## config.mk

```make
export PLATFORM = sky130hd
export DESIGN_NAME = sacf_front
export DESIGN_NICKNAME = d
export VERILOG_FILES = /design/src/rtl/core/sacf_pkg.sv /design/src/rtl/core/sacf_front.sv
export SDC_FILE = /design/constraint.sdc
export NUM_CORES = 1
export LEC_CHECK = 0
export ABC_AREA = 0
export BUFFER_PORTS_ARGS = -buffer_cell sky130_fd_sc_hd__buf_2
export CORE_MARGIN = 3
export CORE_UTILIZATION = 60
export DETAILED_ROUTE_END_ITERATION = 10
export GPL_TIMING_DRIVEN = 1
export PLACE_DENSITY = 0.82
export SLEW_MARGIN = 20
export SYNTH_ARGS = -nofsm -noshare
export SYNTH_HDL_FRONTEND = slang
export SYNTH_SLANG_ARGS = --single-unit
```

## constraint.sdc

```tcl
create_clock -name clk -period 3.6 [get_ports clk]
set_clock_uncertainty 0.15 [all_clocks]
set_input_delay 0.72 -clock clk [delete_from_list [all_inputs] [get_ports clk]]
set_output_delay 0.72 -clock clk [all_outputs]
set_load 0.01 [all_outputs]
```

## src/rtl/core/sacf_pkg.sv

```systemverilog
// Package with shared constants and types of the set associative cache lookup unit.
`timescale 1ns / 1ps
package sacf_pkg;
	localparam int MaxSets = 256;
	localparam int MaxWays = 8;
	localparam int AddrBits = 32;
	localparam int SetW = $clog2(MaxSets);
	localparam int WayW = $clog2(MaxWays);
	localparam int WayCntW = WayW + 1;
	localparam int CfgIdxW = 2;
	localparam int CfgDataW = 5;

	typedef enum logic [CfgIdxW-1:0] {
		CFG_OFFSET_BITS = 2'd0,
		CFG_SET_BITS    = 2'd1,
		CFG_WAYS_IN_USE = 2'd2,
		CFG_NONE        = 2'd3
	} cfg_idx_t;

	typedef enum logic [1:0] {
		ST_CLEAR,
		ST_IDLE,
		ST_READ,
		ST_DONE
	} back_state_t;

	// Classified request handed from the front to the back.
	typedef struct packed {
		logic                 mode;
		logic [SetW-1:0]      set;
		logic [AddrBits-1:0]  tag;
		logic [WayCntW-1:0]   ways;
	} lookup_req_t;

	typedef struct packed {
		logic        hit;
		logic [2:0]  way;
		logic [31:0] read_total;
		logic [31:0] write_total;
		logic [31:0] read_hits;
		logic [31:0] write_hits;
		logic [31:0] read_misses;
		logic [31:0] write_misses;
	} lookup_rsp_t;
endpackage

```

## src/rtl/core/sacf_front.sv

```systemverilog
// Front end: configuration registers, address split and a two entry request queue.
`timescale 1ns / 1ps
module sacf_front (
	input  logic                          clk,
	input  logic                          arst_n,
	input  logic                          cfg_we,
	input  logic [sacf_pkg::CfgIdxW-1:0]  cfg_index,
	input  logic [sacf_pkg::CfgDataW-1:0] cfg_data,
	input  logic                          in_valid,
	output logic                          in_ready,
	input  logic                          in_mode,
	input  logic [31:0]                   in_address,
	output logic                          q_valid,
	input  logic                          q_pop,
	output sacf_pkg::lookup_req_t         q_req
);
	import sacf_pkg::*;

	logic [4:0] offset_bits_q;
	logic [3:0] set_bits_q;
	logic [3:0] ways_q;
	lookup_req_t cls;
	lookup_req_t slot_q [2];
	logic rd_ptr_q, wr_ptr_q;
	logic [1:0] count_q;
	logic [AddrBits-1:0] block;
	logic [3:0] sb;
	logic push;

	always_ff @(posedge clk or negedge arst_n) begin
		if (!arst_n) begin
			offset_bits_q <= 5'd6;
			set_bits_q <= 4'd6;
			ways_q <= 4'd2;
		end else if (cfg_we) begin
			unique case (cfg_idx_t'(cfg_index))
				CFG_OFFSET_BITS: offset_bits_q <= cfg_data;
				CFG_SET_BITS:    set_bits_q <= cfg_data[3:0];
				CFG_WAYS_IN_USE: ways_q <= cfg_data[3:0];
				default: ;
			endcase
		end
	end

	always_comb begin
		// Offsets of the full address width or more give block number zero.
		block = ({1'b0, offset_bits_q} >= 6'(AddrBits)) ? '0 : (in_address >> offset_bits_q);
		sb = (set_bits_q > 4'(SetW)) ? 4'(SetW) : set_bits_q;
		cls.mode = in_mode;
		cls.set = SetW'(block & ((AddrBits'(1) << sb) - AddrBits'(1)));
		cls.tag = block >> sb;
		if (ways_q == 4'd0) cls.ways = WayCntW'(1);
		else if (ways_q > 4'(MaxWays)) cls.ways = WayCntW'(MaxWays);
		else cls.ways = WayCntW'(ways_q);
	end

	assign in_ready = (count_q != 2'd2);
	assign push = in_valid && in_ready;
	assign q_valid = (count_q != 2'd0);
	assign q_req = slot_q[rd_ptr_q];

	always_ff @(posedge clk) begin
		if (push) slot_q[wr_ptr_q] <= cls;
	end

	always_ff @(posedge clk or negedge arst_n) begin
		if (!arst_n) begin
			rd_ptr_q <= 1'b0;
			wr_ptr_q <= 1'b0;
			count_q <= 2'd0;
		end else begin
			if (push) wr_ptr_q <= ~wr_ptr_q;
			if (q_pop) rd_ptr_q <= ~rd_ptr_q;
			count_q <= count_q + 2'(push) - 2'(q_pop);
		end
	end
endmodule

```

# ---- After elaboration in Yosys (flattened, before gate mapping)
# Memory sizes are Yosys's and may differ from the RTL's.
# Cells that the tools add are included.
dict set report op_classes {
  add_sub_neg 3
  n_lt_le_gt_ge 2
  mux 5
  shift 3
  reduce_logical 7
  bitwise 3
  n_eq_ne 3
}
# cell count
set op_table {}
lappend op_table {{right shift 32 x 4 -> 32 bit} 1}
lappend op_table {{right shift 32 x 5 -> 32 bit} 1}
lappend op_table {{2-to-1 mux 4 bit} 3}
lappend op_table {{AND 8 bit} 1}
lappend op_table {{greater-than comparator 4 bit, second input constant} 2}
lappend op_table {{<< shifter 1 x 4 -> 8 bit, first input constant} 1}
lappend op_table {{subtractor 8 x 1 -> 8 bit, second input constant} 1}
lappend op_table {{AND reduction 2 bit} 3}
lappend op_table {{logical NOT 4 bit} 1}
lappend op_table {{adder 2 x 1 -> 2 bit} 1}
lappend op_table {{== test 2 x 1 -> 1 bit, second input constant} 1}
lappend op_table {{== test 2 bit, second input constant} 1}
lappend op_table {{logical NOT 2 bit} 1}
lappend op_table {{2-to-1 mux 1 bit} 2}
lappend op_table {{!= test 2 bit, second input constant} 1}
lappend op_table {{NOT 1 bit} 2}
lappend op_table {{nonzero test 2 bit} 1}
lappend op_table {{subtractor 2 x 1 -> 2 bit} 1}
lappend op_table {{logical AND 1 bit} 1}
dict set report totals {
  ff_bits 17
  elab_cells 33
  in_bits 45
  ram_bits 90
  memories 1
}
# name words width rd rd_clocked_by_memory_dff write_ports line_no
set mem_list {}
lappend mem_list {slot_q 2 45 1 0 1 sacf_front.sv:23} ;# lookup_req_t slot_q [2];

# ---- Depth between registers and ports, before layout
# Gate-level depths: netlist (run 1).
dict set report depth {
  word_depth 5
  depth_mapped 11
  ltp_nobuf 8
}

# ---- Worst setup path after synthesis (run 1)
# No wires, ideal clock.
dict set report synth_timing {
  path_type {input-to-reg}
  startpoint {input in_valid}
  endpoint {memory slot_q[0][0] (netlist bit) (enable)}
  t_arrival_ns 2.707
  setup_ns 0.448
  n_path_buf 0
  cell_stages 2
  slack_ns 0.295
  required_ns 3.002
  path_cell_list {nand2_1 -> nor2_1}
}
dict set report synth_between {
  elab_chain_cells 3
}
# item line_no
set synth_lines {}
lappend synth_lines {{start: declaration} sacf_front.sv:9} ;# input logic in_valid,
lappend synth_lines {{logical AND 1 bit} sacf_front.sv:58} ;# assign push = in_valid && in_ready;
lappend synth_lines {{2-to-1 mux 1 bit} sacf_front.sv:63} ;# if (push) slot_q[wr_ptr_q] <= cls;
lappend synth_lines {{2-to-1 mux 1 bit (implied by the code)} sacf_front.sv:63}
lappend synth_lines {{end: declaration} sacf_front.sv:23}
# Every way passes these cells.

==> reports/qor.yml, run 1 <==
hold_path:
  min_path_type: "input port to asynchronous set/reset pin"
global_routing:
  grt_pass1_wl_um: 34900
  antenna_found_initial: 0
  grt_usage: 0.313
  grt_pass1_vias: 6221
  grt-ovfl-total: 0
  grt_max_degree: 46
worst_setup_path:
  path_class: "flop to flop"
  crit_start: "offset_bits_q[1]$_DFFE_PN1P_"
  start_kind: "flop"
  setup.worst_path.end: "slot_q[0][21]$_DFFE_PP_"
  required_ns: 3.53
  r2r_slack_ns: 0.09
  crit_path_max_fanout: 22
  r2r_cells: 8
  r2r_start: "offset_bits_q[1]$_DFFE_PN1P_"
  cp-end-kind: "flop"
  reg2reg_to: "slot_q[0][21]$_DFFE_PP_"
  cp.arrival_ns: 3.44
placement:
  io_buffers: 91
  hpwl_um: 16200
  place_area_um2: 8470
  routabilityCongestion: 1.02
yosys:
  yosysWarnings: 0
  yosysSeqAreaShare: 0.411
  syn_area_per_cell_um2: 11.6
  ys_ff_latch: 107
  synth.top_cells.by_area: "edfxtp_1 (35%), mux2_2 (14%), mux4_2 (11%)"
  async_reset_ff_frac: 0.159
  netlist_area_um2: 7630
  synth.distinct_cells: 65
  syn_nets: 708
  yosysMostFrequentCell: "mux2_2"
  synth_ff_type: "edfxtp_1"
  syn_inst: 660
  yosysTopAreaCell: "edfxtp_1"
  synth_common_cells: "mux2_2 (96), edfxtp_1 (90), nand2_1 (47)"
  synth_edf_count: 90
  yosys.area.top_type_share: 0.354
timing:
  maxSlewHeadroom: 0.438
  tns_ns: 0
  setup_violations: 0
  final_hold_viol_count: 0
  slew_violations: 0
  worst_pin_slew_ns: 0.841
  rsz0062_at_grt: "false"
  fmaxAchievable_mhz: 285
  layout_min_cycle_time_ns: 3.51
  finalCritPeriodShare: 0.975
final_layout:
  final_nets: 805
  design_area_um2: 8820
  multi_input_area_um2: 4250
  regArea_um2: 3140
  area_growth_pct: 15.6
  final_core_util: 0.722
  layout-drive-gt1-share: 0.412
  n_antenna_cell: 0
  fillers: 911
clock_network:
  cts_tree: "done"
  path_clk_slew_ns: 0.08
  clk_latency_ns: 0.36
  cts_max_path_buffers: 2
  numCtsBuffers: 9
  h-tree-depth: 3
  ctsHoldBuffers: 0
  cts.sinks: 107
  cts_setup_buffers: 0
  cts_root_buffer: "clkbuf_16"
detailed_routing:
  drtPass1Iterations: 5
  drc: 0
  routed_wl_um: 22200
  vias_per_cell: 6.95
  drt_iter0_drc: 706
  vias: 6467
  routedWlPerCell_um: 23.8
  ant_nets: 0
die:
  die_area_um2: 14100
  core_um2: 12200
  die_y_um: 119
  die_w_um: 119
  num_rows: 40
  pin_count: 92
  initial_core_util: 0.625
pwr:
  p_leak_nw: 3.33
  p_per_area_nw_per_um2: 719
  ir_worst_vdd_mv: 0.390
run_status:
  status: "finished, final reports clean"
job:
  drv_cap: 0
## worst min path at each step
stage / slack (ns) / depth (start not counted) / from / to
final: 0.13 / 1 / arst_n / ways_q[0]$_DFFE_PN0P_
after global routing: 0.15 / 1 / arst_n / ways_q[0]$_DFFE_PN0P_
after CTS: 0.14 / 1 / arst_n / count_q[0]$_DFF_PN0_
after detailed placement: 0.34 / 1 / count_q[1]$_DFF_PN0_ / count_q[1]$_DFF_PN0_
after global placement: 0.32 / 1 / count_q[1]$_DFF_PN0_ / count_q[1]$_DFF_PN0_
after floorplan: 0.27 / 0 / arst_n / count_q[0]$_DFF_PN0_
## routing by layer
layer,track usage,up-vias,wire length [um]
li1,-,2823,-
met1,0.425,3097,8710
met2,0.508,472,10500
met3,0.0536,75,2050
met4,0.117,0,853
met5,0,-,0
## power by group
part           switching [mW]  leakage [nW]  internal, mW  total (mW)
Combinational            1.83          2.14          1.44        3.27
Clock                   0.475         0.148         0.556        1.03
Sequential              0.192          1.04          1.85        2.04
Total                    2.50          3.33          3.84        6.34
## cell type report
cell class                 count  area share
clock inverter                 6     0.00937
inverter                       9     0.00383
multi-input combinational    488       0.482
clock buffer                  10      0.0260
sequential                   107       0.357
timing repair buffer         142      0.0979
tap                          168      0.0238
## cell usage in the layout, fill, tap and decap left out, types with 3 or more instances in the layout
cell type / netlist / final
o21a_1: 5 / 5
mux2i_2: 0 / 3
buf_4: 3 / 49
o211ai_1: 7 / 7
nor2b_1: 7 / 6
a21o_1: 4 / 4
a22oi_1: 3 / 3
nand2_1: 47 / 47
a21oi_1: 21 / 21
o211a_1: 3 / 3
clkbuf_16: 0 / 9
nand3_1: 18 / 18
mux2_2: 96 / 96
a211oi_1: 10 / 9
o32ai_1: 6 / 5
a221o_1: 4 / 4
ha_1: 3 / 3
a211oi_2: 2 / 3
nand2b_1: 8 / 8
a31oi_1: 4 / 4
or2_2: 4 / 4
nor3_1: 16 / 16
inv_1: 7 / 7
xnor2_1: 3 / 3
dfrtp_1: 12 / 10
nor2_1: 42 / 41
or3_1: 4 / 4
o21ai_0: 14 / 14
mux2i_1: 39 / 36
nand3b_1: 3 / 3
mux4_2: 36 / 36
buf_2: 11 / 91
o221ai_1: 4 / 4
o22ai_1: 23 / 23
a221oi_1: 8 / 8
and3_1: 4 / 3
o31ai_1: 3 / 3
a32oi_1: 3 / 3
dfstp_2: 5 / 3
edfxtp_1: 90 / 90
## cells by family (layout without fill, tap and decap cells)
| logic type | Yosys count | after routing | synth area share |
|---|---|---|---|
| compound gates | 144 | 144 | 0.139 |
| xor+xnor | 5 | 5 | 0.00574 |
| fa+ha+maj | 3 | 3 | 0.00492 |
| buf+inv | 65 | 167 | 0.0362 |
| flops | 107 | 107 | 0.411 |
| mux | 173 | 173 | 0.302 |
| simple gates | 163 | 163 | 0.101 |
## worst max-delay path, stage by stage (launching register included)
cell and delay, ns:
dfstp_4 0.71, buf_12 0.19, mux4_2 0.53, mux2_2 0.35
a2bb2o_1 0.33, a21oi_1 0.31, mux2i_1 0.23, a221oi_1 0.31
a21oi_1 0.11
## stage by stage
stage | cells | total power, mW | hold slack (ns) | setup slack (ns)
floorplan | 660 | 4.14 | 0.274 | 0.295
global placement | 914 | 5.15 | 0.325 | 0.161
detailed placement | 914 | 5.24 | 0.339 | 0.0723
CTS | 930 | 6.27 | 0.143 | 0.0586
global route | 930 | 6.64 | 0.154 | 0.00247
finish | 930 | 6.34 | 0.134 | 0.0894
## registers in the layout, indices dropped and copies added (netlist names)
name and count:
slot_q 90, wr_ptr_q 1, ways_q 4, offset_bits_q 5, count_q 2, set_bits_q 4
rd_ptr_q 1
## timing repair
action                                  CTS  global route
gates resized for setup                   0             8
endpoints found under the setup margin    0            11
endpoints found under the hold margin     0             0
(Power assumes the default switching activity.)
==> run 2, diff against run 1 <==
SETUP_SLACK_MARGIN = 0.1   (was not set)
==> run 2 against run 1 <==
Effect of this change: first-iteration DRC count increased by 14%; critical path depth unchanged; via count decreased by 1.3%; count of clock-buffer cells in the layout unchanged; largest cell class unchanged; highest routed layer unchanged.
==> reports/qor.yml, run 2 (synthesis results as in run 1) <==
global_routing:
  grt_pass1_vias: 6208  # -0.21%
  antenna_found_initial: 0  # unchanged
  grt-ovfl-total: 0  # unchanged
  grt_usage: 0.314  # +0.000412
  grt_pass1_wl_um: 35000  # +0.10%
  grt_max_degree: 46  # unchanged
run_status:
  status: "finished, final reports clean"
pwr:
  p_per_area_nw_per_um2: 719  # about the same
  p_leak_nw: 3.34  # +0.25%
  ir_worst_vdd_mv: 0.389  # -0.18%
hold_path:
  min_path_type: "input port to asynchronous set/reset pin"
clock_network:
  path_clk_slew_ns: 0.08  # about the same
  cts.sinks: 107  # unchanged
  cts_max_path_buffers: 2  # unchanged
  h-tree-depth: 3  # unchanged
  clk_latency_ns: 0.36  # about the same
  numCtsBuffers: 9  # unchanged
  cts_tree: "done"
  cts_root_buffer: "clkbuf_16"
timing:
  layout_min_cycle_time_ns: 3.45  # -0.0571 ns
  maxSlewHeadroom: 0.441  # +0.00323
  tns_ns: 0  # unchanged
  holdWs_ns: 0.134  # +0.000515 ns
  fmaxAchievable_mhz: 290  # +1.7%
  setup_violations: 0  # unchanged
  final_hold_viol_count: 0  # unchanged
  finalCritPeriodShare: 0.959  # -0.0159
  slew_violations: 0  # unchanged
  worst_pin_slew_ns: 0.836  # -0.00484 ns
  rsz0062_at_grt: "true"
die:
  die_w_um: 119  # unchanged
  initial_core_util: 0.625  # unchanged
  die_area_um2: 14100  # unchanged
  core_um2: 12200  # unchanged
  num_rows: 40  # unchanged
  die_y_um: 119  # unchanged
  pin_count: 92  # unchanged
detailed_routing:
  ant_nets: 0  # unchanged
  drc: 0  # unchanged
  drtPass1Iterations: 8  # +3
  drt_iter0_drc: 803  # +14%
  vias_per_cell: 6.85  # -1.5%
  routedWlPerCell_um: 23.7  # -0.37%
  vias: 6380  # -1.3%
  routed_wl_um: 22100  # -0.26%
final_layout:
  largestRegisters: "slot_q: 90 flops, offset_bits_q: 5 flops"
  regMostFlops: "slot_q"
  layout-drive-gt1-share: 0.425  # +0.0126
  multi_input_area_um2: 4310  # +1.4%
  fillers: 902  # -0.99%
  final_cell_mix: "mux2_2 (96), buf_2 (91), edfxtp_1 (90), buf_4 (50), nand2_1 (47)"
  regArea_um2: 3140  # unchanged
  final_nets: 806  # +0.12%
  area_growth_pct: 16.4
  layout_commonest_cell: "mux2_2"
  n_antenna_cell: 0  # unchanged
  largest_reg_flops: 90  # unchanged
  design_area_um2: 8880  # +0.74%
  final_core_util: 0.727  # +0.00533
placement:
  routabilityCongestion: 1.02  # unchanged
  place_area_um2: 8470  # unchanged
  io_buffers: 91  # unchanged
  hpwl_um: 16200  # unchanged
worst_setup_path:
  crit_path_max_fanout: 22  # unchanged
  start_kind: "flop"
  cp.arrival_ns: 3.39  # -0.05 ns
  path_class: "flop to flop"
  cp-end-kind: "flop"
  required_ns: 3.54  # about the same
job:
  drv_cap: 0  # unchanged
==> run 2: per-stage QoR <==
| step | setup slack [ns] | power, mW | instances |
|---|---|---|---|
| CTS | 0.100 | 6.28 | 930 |
| global route | 0.0419 | 6.69 | 931 |
| global placement | 0.161 | 5.15 | 914 |
| floorplan | 0.295 | 4.14 | 660 |
| finish | 0.146 | 6.39 | 931 |
| detailed placement | 0.0723 | 5.24 | 914 |
==> run 2: worst max-delay path, stage by stage (launching register included) <==
cell      delay, ns
dfstp_4        0.71
buf_12         0.19
mux4_2         0.53
mux2_2         0.35
a211oi_2       0.32
buf_4          0.20
mux2i_1        0.13
mux2_2         0.32
o221a_1        0.27
==> run 2: path summary, 6_finish.rpt <==
check,startpoint,end,slack (ns),cells after the start
min in group clk,count_q[1]$_DFF_PN0_,count_q[1]$_DFF_PN0_,0.35,1
min reg2reg,count_q[1]$_DFF_PN0_,count_q[1]$_DFF_PN0_,0.35,1
max,offset_bits_q[1]$_DFFE_PN1P_,slot_q[0][9]$_DFFE_PP_,0.15,8
max in group asynchronous,arst_n,set_bits_q[1]$_DFFE_PN1P_,2.84,1
min,arst_n,ways_q[0]$_DFFE_PN0P_,0.13,1
max reg2reg,offset_bits_q[1]$_DFFE_PN1P_,slot_q[0][9]$_DFFE_PP_,0.15,8
==> run 2: what timing repair did <==
action                     CTS  global route
hold buffers                 0             0
pin swaps                    0             3
buffers inserted             0             1
setup endpoints to repair    4            22
gates resized for setup      2            17
==> run 2: report_power, final <==
part / switching [mW] / internal [mW]
Clock: 0.471 / 0.556
Sequential: 0.192 / 1.85
Combinational: 1.85 / 1.47
Total: 2.52 / 3.87
==> run 2: final cells by class <==
type                       count  share of cell area
clock inverter                 6             0.00930
multi-input combinational    488               0.485
tap                          168              0.0237
inverter                       9             0.00380
timing repair buffer         143              0.0981
sequential                   107               0.354
clock buffer                  10              0.0258
==> run 2: layer usage <==
layer  up-vias  routed length [um]  track usage
li1       2821                   -            -
met1      3049                8540        0.425
met2       447               10700        0.509
met3        63                2070       0.0545
met4         0                 813        0.117
met5         -                   0            0
==> run 3, diff against run 2 <==
RECOVER_POWER = 25   (was not set)
clock period = 4.2 ns   (was 3.6 ns; I/O delays follow)
==> run 3 against run 2 <==
Effect of this change: routed wire length decreased by 2.7%; setup slack better by 0.17 ns; sequential power is 12% lower; critical path type unchanged; largest power group unchanged.
==> reports/qor.yml, run 3 (synthesis results as in run 1) <==
detailed_routing:
  routedWlPerCell_um: 23.6  # -0.59%
  vias: 6242  # -2.2%
  vias_per_cell: 6.85  # about the same
  routed_wl_um: 21500  # -2.7%
  drt_iter0_drc: 701  # -13%
  drc: 0  # unchanged
  ant_nets: 0  # unchanged
  drtPass1Iterations: 7  # -1
final_layout:
  design_area_um2: 8620  # -3.0%
  regMostFlops: "slot_q"
  final_core_util: 0.706  # -0.0216
  layout-drive-gt1-share: 0.382  # -0.0424
  layout_commonest_cell: "mux2_2"
  final_cell_mix: "mux2_2 (96), edfxtp_1 (90), buf_2 (88), nand2_1 (47), nor2_1 (41)"
  largest_reg_flops: 90  # unchanged
  final_nets: 786  # -2.5%
  area_growth_pct: 13.0
  n_antenna_cell: 0  # unchanged
  fillers: 899  # -0.33%
  largestRegisters: "slot_q: 90 flops, offset_bits_q: 5 flops"
timing:
  holdWs_ns: 0.351  # +0.216 ns
  final_hold_viol_count: 0  # unchanged
  layout_min_cycle_time_ns: 3.88  # +0.430 ns
  fmaxAchievable_mhz: 257  # -11%
  maxSlewHeadroom: 0.0273  # -0.414
  finalCritPeriodShare: 0.925  # -0.0346
  worst_pin_slew_ns: 1.46  # +0.623 ns
  setup_violations: 0  # unchanged
  slew_violations: 0  # unchanged
  rsz0062_at_grt: "false"
  tns_ns: 0  # unchanged
die:
  pin_count: 92  # unchanged
  die_y_um: 119  # unchanged
  die_w_um: 119  # unchanged
  core_um2: 12200  # unchanged
  initial_core_util: 0.625  # unchanged
  die_area_um2: 14100  # unchanged
  num_rows: 40  # unchanged
worst_setup_path:
  path_buf_inv: 1  # -1
  slowest_stage: "dfstp_2"
  crit_family: "multiplexers"
  cp.arrival_ns: 3.83  # +0.44 ns
  start_kind: "flop"
  required_ns: 4.14  # +0.60 ns
  crit_path_max_fanout: 16  # -27%
  crit_start: "offset_bits_q[1]$_DFFE_PN1P_"
  path_class: "flop to flop"
  cp-end-kind: "flop"
  crit_chain: "buf_4 > mux2_2 > mux4_2 > a21o_1 > a211oi_1 > mux2i_1 > and4_1 > a221o_1"
  worst_path_largest_cell_delay_ns: 0.80  # +0.09 ns
  r2r_start: "offset_bits_q[1]$_DFFE_PN1P_"
placement:
  place_area_um2: 8300  # -2.0%
  io_buffers: 91  # unchanged
  hpwl_um: 16000  # -1.1%
  routabilityCongestion: 0.989  # -2.9%
pwr:
  p_leak_nw: 3.23  # -3.3%
  ir_worst_vdd_mv: 0.357  # -8.3%
  p_per_area_nw_per_um2: 616  # -14%
global_routing:
  grt_pass1_vias: 6043  # -2.7%
  grt-ovfl-total: 0  # unchanged
  antenna_found_initial: 0  # unchanged
  grt_max_degree: 33  # -28%
  grt_usage: 0.306  # -0.00756
  grt_pass1_wl_um: 34100  # -2.5%
clock_network:
  cts_tree: "done"
  cts_root_buffer: "clkbuf_16"
  h-tree-depth: 3  # unchanged
  cts.sinks: 107  # unchanged
  ctsHoldBuffers: 0  # unchanged
  cts_max_path_buffers: 2  # unchanged
  cts_setup_buffers: 0  # unchanged
  cts-resized-gates: 0  # -2
  numCtsBuffers: 9  # unchanged
  path_clk_slew_ns: 0.08  # about the same
  clk_latency_ns: 0.36  # about the same
hold_path:
  min_path_type: "flop to flop"
  min-delay-start: "count_q[1]$_DFF_PN0_"
run_status:
  status: "finished, final reports clean"
job:
  drv_cap: 0  # unchanged
[run 3: layout make-up]
type                    count  area, um^2  share of cell area
clock buffers               9         225              0.0261
flip-flops and latches    107        3130               0.364
clock inverters             7        93.8              0.0109
repair buffers            123         692              0.0803
inverters                   9        33.8             0.00392
multi-input cells         488        4230               0.491
well taps                 168         210              0.0244
[run 3: worst register-to-register path, stage by stage, from the launching register on]
cell	delay, ns
dfstp_2	0.80
buf_4	0.29
mux2_2	0.39
mux4_2	0.51
a21o_1	0.20
a211oi_1	0.53
mux2i_1	0.23
and4_1	0.26
a221o_1	0.27
[run 3: where the power goes]
group | internal [mW] | switching, mW | total [mW]
Clock | 0.434 | 0.437 | 0.871
Combinational | 1.15 | 1.49 | 2.65
Sequential | 1.58 | 0.206 | 1.79
[run 3: final timing paths]
kind | to | slack (ns) | cells past startpoint
max in group asynchronous | ways_q[3]$_DFFE_PN0P_ | 2.89 | 1
worst min-delay path | count_q[1]$_DFF_PN0_ | 0.35 | 1
worst max-delay path | slot_q[1][17]$_DFFE_PP_ | 0.32 | 8
worst min register to register | count_q[1]$_DFF_PN0_ | 0.35 | 1
min in group asynchronous | wr_ptr_q$_DFFE_PN0P_ | 0.44 | 1
worst max register to register | slot_q[1][17]$_DFFE_PP_ | 0.32 | 8
[run 3: stage by stage]
| stage | setup slack [ns] | cells | total power, mW |
|---|---|---|---|
| 2_1_floorplan | 0.775 | 660 | 3.54 |
| 3_3_place_gp | 0.516 | 895 | 4.34 |
| 3_5_place_dp | 0.441 | 895 | 4.40 |
| 4_1_cts | 0.434 | 911 | 5.28 |
| 5_1_grt | 0.253 | 911 | 5.58 |
| 6_report | 0.316 | 911 | 5.31 |
[run 3: layer usage]
| layer | wire, um | part of all wire | up-vias | global-route usage |
|---|---|---|---|---|
| li1 | - | - | 2780 | - |
| met5 | 0 | 0 | - | 0 |
| met3 | 1780 | 0.083 | 53 | 0.0450 |
| met1 | 8540 | 0.40 | 3042 | 0.414 |
| met4 | 673 | 0.031 | 0 | 0.110 |
| met2 | 10500 | 0.49 | 367 | 0.506 |
